[config.mk]
export PLATFORM = sky130hd
export DESIGN_NAME = checked_decimal_token_parser
export DESIGN_NICKNAME = d
export VERILOG_FILES = /design/src/design/cdtp_pkg.sv /design/src/design/checked_decimal_token_parser.sv /design/src/design/cdtp_csr.sv /design/src/design/cdtp_engine.sv
export SDC_FILE = /design/constraint.sdc
export NUM_CORES = 1
export LEC_CHECK = 0
export ABC_AREA = 1
export BUFFER_PORTS_ARGS = -buffer_cell sky130_fd_sc_hd__buf_2
export CAP_MARGIN = 20
export CELL_PAD_IN_SITES_DETAIL_PLACEMENT = 0
export CELL_PAD_IN_SITES_GLOBAL_PLACEMENT = 2
export CORE_ASPECT_RATIO = 2
export CORE_MARGIN = 8
export CORE_UTILIZATION = 36
export DETAILED_ROUTE_END_ITERATION = 10
export GPL_ROUTABILITY_DRIVEN = 0
export PLACE_DENSITY = 0.8
export SETUP_SLACK_MARGIN = 0.15
export SLEW_MARGIN = 30
export SYNTH_ARGS = -nofsm -noshare
export SYNTH_HDL_FRONTEND = slang
export SYNTH_SLANG_ARGS = --single-unit
[constraint.sdc]
create_clock -name clock -period 6.45 [get_ports clock]
set_input_delay 0.645 -clock clock [delete_from_list [all_inputs] [get_ports clock]]
set_output_delay 0.645 -clock clock [all_outputs]
set_load 0.005 [all_outputs]
[src/design/cdtp_pkg.sv]
// Shared types, character codes and helpers for the decimal token parser.
`timescale 1ns / 1ps

package cdtp_pkg;

   localparam int MAG_W       = 64;
   localparam int CSR_INDEX_W = 2;

   localparam logic [7:0] CHAR_SPACE = 8'h20;
   localparam logic [7:0] CHAR_TAB   = 8'h09;
   localparam logic [7:0] CHAR_CR    = 8'h0D;
   localparam logic [7:0] CHAR_PLUS  = 8'h2B;
   localparam logic [7:0] CHAR_MINUS = 8'h2D;
   localparam logic [7:0] CHAR_ZERO  = 8'h30;
   localparam logic [7:0] CHAR_NINE  = 8'h39;

   localparam logic [CSR_INDEX_W-1:0] CSR_NEG_ENABLE = 2'd0;
   localparam logic [CSR_INDEX_W-1:0] CSR_POS_MAX    = 2'd1;
   localparam logic [CSR_INDEX_W-1:0] CSR_NEG_MAX    = 2'd2;

   localparam logic [MAG_W-1:0] POS_MAX_RESET = 64'h7FFF_FFFF_FFFF_FFFF;
   localparam logic [MAG_W-1:0] NEG_MAX_RESET = 64'h8000_0000_0000_0000;

   typedef enum logic [1:0] {
      ST_VALID    = 2'd0,
      ST_INVALID  = 2'd1,
      ST_NO_TOKEN = 2'd2
   } status_type;

   typedef struct packed {
      logic [7:0] char_byte;
      logic       stream_end;
   } req_type;

   typedef struct packed {
      status_type       status;
      logic             negative;
      logic [MAG_W-1:0] magnitude;
   } rsp_type;

   typedef struct packed {
      logic             neg_enable;
      logic [MAG_W-1:0] pos_max;
      logic [MAG_W-1:0] neg_max;
   } cfg_type;

   function automatic logic is_blank(input logic [7:0] c);
      return (c == CHAR_SPACE) || ((c >= CHAR_TAB) && (c <= CHAR_CR));
   endfunction

   function automatic logic is_digit(input logic [7:0] c);
      return (c >= CHAR_ZERO) && (c <= CHAR_NINE);
   endfunction

endpackage

[src/design/checked_decimal_token_parser.sv]
// Top level of the checked decimal token parser: handshakes, stage registers, checks.
`timescale 1ns / 1ps

// An accepted beat waits in the input register until the result stage can take it;
//   its result, if any, is then registered in the result register behind rsp_valid.
// Throughput: one byte per cycle; the token state loop (times-ten add and a 68-bit
//   limit compare) is purely combinational, so the only stall source is rsp_stall.
// Reset: synchronous, active high; clears token state, both valid flags and loads
//   the register defaults (negatives allowed, signed 64-bit limits).
module checked_decimal_token_parser (
   input  logic                               clock,
   input  logic                               reset,
   input  logic                               req_valid,
   output logic                               req_stall,
   input  cdtp_pkg::req_type                  req_data,
   output logic                               rsp_valid,
   input  logic                               rsp_stall,
   output cdtp_pkg::rsp_type                  rsp_data,
   input  logic                               csr_valid,
   output logic                               csr_ready,
   input  logic [cdtp_pkg::CSR_INDEX_W-1:0]   csr_index,
   input  logic [cdtp_pkg::MAG_W-1:0]         csr_wdata
);
   import cdtp_pkg::*;

   // Input stage: one beat waiting to be parsed.
   logic    in_valid_ff, in_valid_in;
   req_type in_beat_ff;

   // Result stage: one result beat waiting for the consumer.
   logic    rsp_valid_ff, rsp_valid_in;
   rsp_type rsp_data_ff;

   logic    advance;
   logic    req_accept;
   logic    step;
   logic    emit;
   rsp_type result;
   cfg_type cfg;

   // The result register can take a new beat when it is empty or being drained.
   assign advance    = !rsp_valid_ff || !rsp_stall;
   // Hold the input only when a parsed beat cannot move on.
   assign req_stall  = in_valid_ff && !advance;
   assign req_accept = req_valid && !req_stall;
   assign step       = in_valid_ff && advance;

   // Register writes are always taken; software is to write only while idle, not enforced here.
   assign csr_ready = 1'b1;

   cdtp_csr u_csr (
      .clock    (clock),
      .reset    (reset),
      .wr_en    (csr_valid),
      .wr_index (csr_index),
      .wr_data  (csr_wdata),
      .cfg      (cfg)
   );

   cdtp_engine u_engine (
      .clock  (clock),
      .reset  (reset),
      .step   (step),
      .beat   (in_beat_ff),
      .cfg    (cfg),
      .emit   (emit),
      .result (result)
   );

   always_comb begin
      in_valid_in = in_valid_ff;
      if (req_accept) begin
         in_valid_in = 1'b1;
      end else if (advance) begin
         in_valid_in = 1'b0;
      end
   end

   always_comb begin
      rsp_valid_in = rsp_valid_ff;
      if (step && emit) begin
         rsp_valid_in = 1'b1;
      end else if (!rsp_stall) begin
         rsp_valid_in = 1'b0;   // beat taken, nothing new behind it
      end
   end

   always_ff @(posedge clock) begin
      if (reset) begin
         in_valid_ff  <= 1'b0;
         rsp_valid_ff <= 1'b0;
      end else begin
         in_valid_ff  <= in_valid_in;
         rsp_valid_ff <= rsp_valid_in;
      end
   end

   // Payload registers: no reset, load only on a moving beat.
   always_ff @(posedge clock) begin
      if (req_accept) begin
         in_beat_ff <= req_data;
      end
      if (step && emit) begin
         rsp_data_ff <= result;
      end
   end

   assign rsp_valid = rsp_valid_ff;
   assign rsp_data  = rsp_data_ff;

   // A parked input beat must survive until the result stage frees up.
   a_input_held: assert property (@(posedge clock) disable iff (reset)
      (in_valid_ff && !advance) |=> in_valid_ff)
      else $error("input beat lost while result stage was blocked");

   // Backpressure upstream only comes from a stalled, full result stage.
   a_stall_cause: assert property (@(posedge clock) disable iff (reset)
      req_stall |-> (rsp_valid_ff && rsp_stall))
      else $error("input stalled without output backpressure");

   // Invalid tokens and empty ends carry no magnitude.
   a_zero_magnitude: assert property (@(posedge clock) disable iff (reset)
      (rsp_valid_ff && (rsp_data_ff.status == ST_INVALID || rsp_data_ff.status == ST_NO_TOKEN))
      |-> (rsp_data_ff.magnitude == '0))
      else $error("magnitude set on a non-valid result");

   // A no-token result never reports a sign.
   a_no_token_sign: assert property (@(posedge clock) disable iff (reset)
      (rsp_valid_ff && rsp_data_ff.status == ST_NO_TOKEN) |-> !rsp_data_ff.negative)
      else $error("sign set on a no-token result");

endmodule

[src/design/cdtp_csr.sv]
// Configuration registers of the decimal token parser.
`timescale 1ns / 1ps

module cdtp_csr (
   input  logic                               clock,
   input  logic                               reset,
   input  logic                               wr_en,
   input  logic [cdtp_pkg::CSR_INDEX_W-1:0]   wr_index,
   input  logic [cdtp_pkg::MAG_W-1:0]         wr_data,
   output cdtp_pkg::cfg_type                  cfg
);
   import cdtp_pkg::*;

   cfg_type cfg_ff;
   cfg_type cfg_in;

   always_comb begin
      cfg_in = cfg_ff;
      if (wr_en) begin
         case (wr_index)
            CSR_NEG_ENABLE: cfg_in.neg_enable = wr_data[0];
            CSR_POS_MAX:    cfg_in.pos_max    = wr_data;
            CSR_NEG_MAX:    cfg_in.neg_max    = wr_data;
            default: cfg_in = cfg_ff;   // drop writes beyond the map
         endcase
      end
   end

   always_ff @(posedge clock) begin
      if (reset) begin
         cfg_ff.neg_enable <= 1'b1;
         cfg_ff.pos_max    <= POS_MAX_RESET;
         cfg_ff.neg_max    <= NEG_MAX_RESET;
      end else begin
         cfg_ff <= cfg_in;
      end
   end

   assign cfg = cfg_ff;

endmodule

[src/design/cdtp_engine.sv]
// Token state and the per-byte update that yields at most one result.
`timescale 1ns / 1ps

module cdtp_engine (
   input  logic              clock,
   input  logic              reset,
   input  logic              step,
   input  cdtp_pkg::req_type beat,
   input  cdtp_pkg::cfg_type cfg,
   output logic              emit,
   output cdtp_pkg::rsp_type result
);
   import cdtp_pkg::*;

   logic             in_token_ff, in_token_in;
   logic [MAG_W-1:0] accum_ff, accum_in;
   logic             sign_neg_ff, sign_neg_in;
   logic             still_valid_ff, still_valid_in;
   logic             seen_digit_ff, seen_digit_in;

   logic [MAG_W+3:0] wide_accum;
   logic [MAG_W+3:0] candidate;
   logic [MAG_W-1:0] limit;
   logic [3:0]       digit_value;
   logic             over_limit;
   logic             token_ok;

   // accum*10 + d against the limit is the same test as comparing with limit/10 and limit%10
   assign limit       = (sign_neg_ff && cfg.neg_enable) ? cfg.neg_max : cfg.pos_max;
   assign digit_value = 4'(beat.char_byte - CHAR_ZERO);
   assign wide_accum  = {4'b0000, accum_ff};
   assign candidate   = (wide_accum << 3) + (wide_accum << 1) + {{MAG_W{1'b0}}, digit_value};
   assign over_limit  = candidate > {4'b0000, limit};
   assign token_ok    = still_valid_ff && seen_digit_ff;

   always_comb begin
      in_token_in    = in_token_ff;
      accum_in       = accum_ff;
      sign_neg_in    = sign_neg_ff;
      still_valid_in = still_valid_ff;
      seen_digit_in  = seen_digit_ff;
      emit           = 1'b0;
      result.status    = token_ok ? ST_VALID : ST_INVALID;
      result.negative  = sign_neg_ff;
      result.magnitude = token_ok ? accum_ff : '0;

      if (beat.stream_end || is_blank(beat.char_byte)) begin
         if (!in_token_ff && beat.stream_end) begin
            result.status    = ST_NO_TOKEN;
            result.negative  = 1'b0;
            result.magnitude = '0;
         end
         emit           = beat.stream_end || in_token_ff;
         in_token_in    = 1'b0;
         accum_in       = '0;
         sign_neg_in    = 1'b0;
         still_valid_in = 1'b1;
         seen_digit_in  = 1'b0;
      end else begin
         in_token_in = 1'b1;
         if (!in_token_ff && (beat.char_byte == CHAR_PLUS || beat.char_byte == CHAR_MINUS)) begin
            sign_neg_in = (beat.char_byte == CHAR_MINUS);
            if (sign_neg_in && !cfg.neg_enable) begin
               still_valid_in = 1'b0;
            end
         end else if (is_digit(beat.char_byte)) begin
            seen_digit_in = 1'b1;
            if (over_limit) begin
               still_valid_in = 1'b0;   // drop the digit, hold the value
            end else begin
               accum_in = candidate[MAG_W-1:0];
            end
         end else begin
            still_valid_in = 1'b0;
         end
      end
   end

   always_ff @(posedge clock) begin
      if (reset) begin
         in_token_ff    <= 1'b0;
         accum_ff       <= '0;
         sign_neg_ff    <= 1'b0;
         still_valid_ff <= 1'b1;
         seen_digit_ff  <= 1'b0;
      end else if (step) begin
         in_token_ff    <= in_token_in;
         accum_ff       <= accum_in;
         sign_neg_ff    <= sign_neg_in;
         still_valid_ff <= still_valid_in;
         seen_digit_ff  <= seen_digit_in;
      end
   end

endmodule

==> summary.txt <==
Post-Syn Nets -> 2679
Max VDD drop -> 0.184 mV
Vias in the first global route -> 16700
Placed cells -> 3138
Clock transition at path regs -> 0.06 ns
Synth unique cells -> 56
First-pass GRT wire length -> 96.1 mm
PortBufs -> 148
Synth Area in XOR/XNOR -> 0.0248
Die area -> 0.0600 mm²
Slew margin rel. -> 0.405
Final hold violation count -> 0
Hold Path Class -> in -> reg
Commonest non-fill, non-tap cells in the layout -> 451 x nand2_1, 347 x nor2_1, 199 x dfxtp_1
All-Layer GR Usage -> 0.205
Most common cell after layout, fill and taps aside -> nand2_1
Max incr delay on CP -> 0.60 ns
DRT iter0 DRCs -> 729
Synth Area in Compound Gates -> 0.112
Drc violations -> 0
Worst-Margin Slew -> 0.893 ns
Vias per inst -> 5.11
Max-cap violations -> 0
Average cell area after synthesis -> 7.78 µm²
Max Fanout on Critical Path -> 27
DR WL/cell -> 19.4 µm
Synth Area in Simple Gates -> 0.292
Clock sinks -> 275
DRT Wirelength -> 62.0 mm
Final TNS setup -> 0 ns
Initial Util -> 0.363
Slew Viols, Final -> 0
CP Class -> reg -> reg
Initial antenna violation count -> 0
Leakage Power -> 10.2 nW
Crit-path slowest cell -> fa_1
Pin count of the biggest net entering global routing -> 112
Post-CTS Setup Inserts -> 0
Post-synthesis sequential area ratio -> 0.335
Power per cell area -> 187 mW/mm²
Total CTS buffers -> 28
FMAX -> 0.175 GHz
Pre-antenna DRT Iters -> 5
RSZ-0062 raised after global routing -> no
Antenna cell count -> 0
Top cells by area, synth -> dfxtp_1 21%, ha_1 13%, edfxtp_1 12%, nand2_1 9.1%, nor2_1 7.0%
# setup viols final -> 0
Core area -> 0.0515 mm²
Cts repair resizes -> 0
Req. time, crit path -> 6.96 ns
Die height -> 338 µm
Tot Pwr -> 3.92 mW
Warnings from Yosys -> 0
Synth Area in Adders -> 0.130
Area delta synth->final -> 12.1%
H-tree depth -> 1
Maximum clock path buffer count -> 3
Most frequent CP cell -> nand2_1
Outcome -> completed
Fillers -> 5388
Layout Nets -> 2781
Layout Skew -> 0.0234 ns
ANT nets after route -> 0
Period minus WS final -> 5.72 ns
Rows -> 118
Multiplexer area fraction after synthesis -> 0.0343
Layout cells sized above 1 -> 0.178
Layout Cells excl Fill -> 3189
Clk_lat worst skew -> 0.59 ns
Synthesized cell area -> 0.0187 mm²
CTS tree -> yes
Setup crit end kind -> flip-flop
Largest area contributor in the netlist -> dfxtp_1
WP data arrival -> 6.23 ns
#FFs+latches synth -> 275
Vias -> 16300
Combinational family with the most area after synthesis -> simple AND/OR/NAND/NOR gates
Startpoint types -> flip-flop
Boundary pin count -> 150
Yosys top cell area share -> 0.213
Overflow after GRT -> 0
CTS Root Cell -> clkbuf_16
Tcrit/Tclk final -> 0.887
HPWL Detailed -> 48.1 mm
Syn Inst Count -> 2406
Die width -> 177 µm
Post-cts hold buffer count -> 0
## critical path, delay by kind of cell (launching register included)
family / cells / cell delay (ns)
XOR/XNOR: 1 / 0.23
adder cells (fa/ha/maj): 3 / 1.33
AO/OA/AOI/OAI: 5 / 0.84
AND/OR/NAND/NOR: 19 / 2.27
flip-flops: 1 / 0.47
buffers and inverters: 3 / 0.45
## final timing paths
kind / from / end / slack, ns / depth (start not counted)
max: in_beat_ff[4] / u_engine.accum_ff[22] / 0.73 / 31
min: req_data[8] / in_beat_ff[8] / 0.24 / 1
max reg2reg: in_beat_ff[4] / u_engine.accum_ff[22] / 0.73 / 31
min reg2reg: u_csr.cfg[77] / u_csr.cfg[77] / 0.46 / 2
## cells in the mapped netlist (all sizes together)
cell and instances:
nor4 4, clkbuf 69, a221oi 1, or2 3, nand4 11, nor3b 63
fa 2, dfxtp 199, conb 1, nor3 15, a21boi 5, a211oi 3
mux2 1, o21bai 9, nor4b 1, o21ai 120, a21o 8, o211a 1
nand3 175, ha 191, a22oi 1, a31oi 2, o221ai 2, o2111ai 1
nand3b 2, nand2 530, o31ai 1, buf 25, mux2i 63, xnor2 20
edfxtp 76, o211ai 1, o21a 7, and3 4, clkinv 2, inv 209
nor2 356, a21oi 187, xor2 33, a31o 2
## routing by layer
metal | wire length, µm | vias up | part of all wire | GRT usage
met4 | 3290 | 0 | 0.053 | 0.104
met5 | 0 | - | 0 | 0
met1 | 24100 | 7606 | 0.39 | 0.227
met3 | 2330 | 139 | 0.038 | 0.0239
li1 | - | 8196 | - | -
met2 | 32300 | 370 | 0.52 | 0.374
## cell type report
| cell class | instances | area, µm² | share of cell area |
|---|---|---|---|
| tap | 660 | 826 | 0.0393 |
| clock inverter | 3 | 22.5 | 0.00107 |
| inverter | 211 | 793 | 0.0378 |
| clock buffer | 48 | 1000 | 0.0479 |
| timing repair buffer | 166 | 907 | 0.0432 |
| sequential | 275 | 6270 | 0.299 |
| multi-input combinational | 1826 | 11200 | 0.532 |
## logic make-up (layout without fill, tap and decap cells)
group	after synthesis	after routing
other	1	1
buffers and inverters	305	428
and+or+nand+nor	1164	1164
DFF	275	275
adders and majority gates	193	193
AOI/OAI and AO/OA	351	351
xor gates and xnor gates	53	53
muxes	64	64
## stage by stage
stage	hold slack [ns]	util	area, µm²	worst slack, ns
5_1_grt	0.225	0.407	21000	0.296
6_report	0.244	0.407	21000	0.731
3_3_place_gp	0.436	0.387	20000	0.810
4_1_cts	0.212	0.407	21000	0.722
3_5_place_dp	0.441	0.387	20000	0.743
2_1_floorplan	0.423	-	18700	1.17
## power by group
group          switching [mW]  internal (mW)
logic                   0.190         0.0848
registers              0.0277           1.83
clock network           0.730           1.06
## sequential cells by signal, indices dropped and copies added (netlist names)
name and count:
u_engine.sign_neg_ff 1, rsp_valid 1, u_engine.in_token_ff 1, in_valid_ff 1, u_engine.accum_ff 64, rsp_data 67
in_beat_ff 9, u_engine.still_valid_ff 1, u_csr.cfg 129, u_engine.seen_digit_ff 1
No activity file was read; power rests on OpenSTA's default activity.
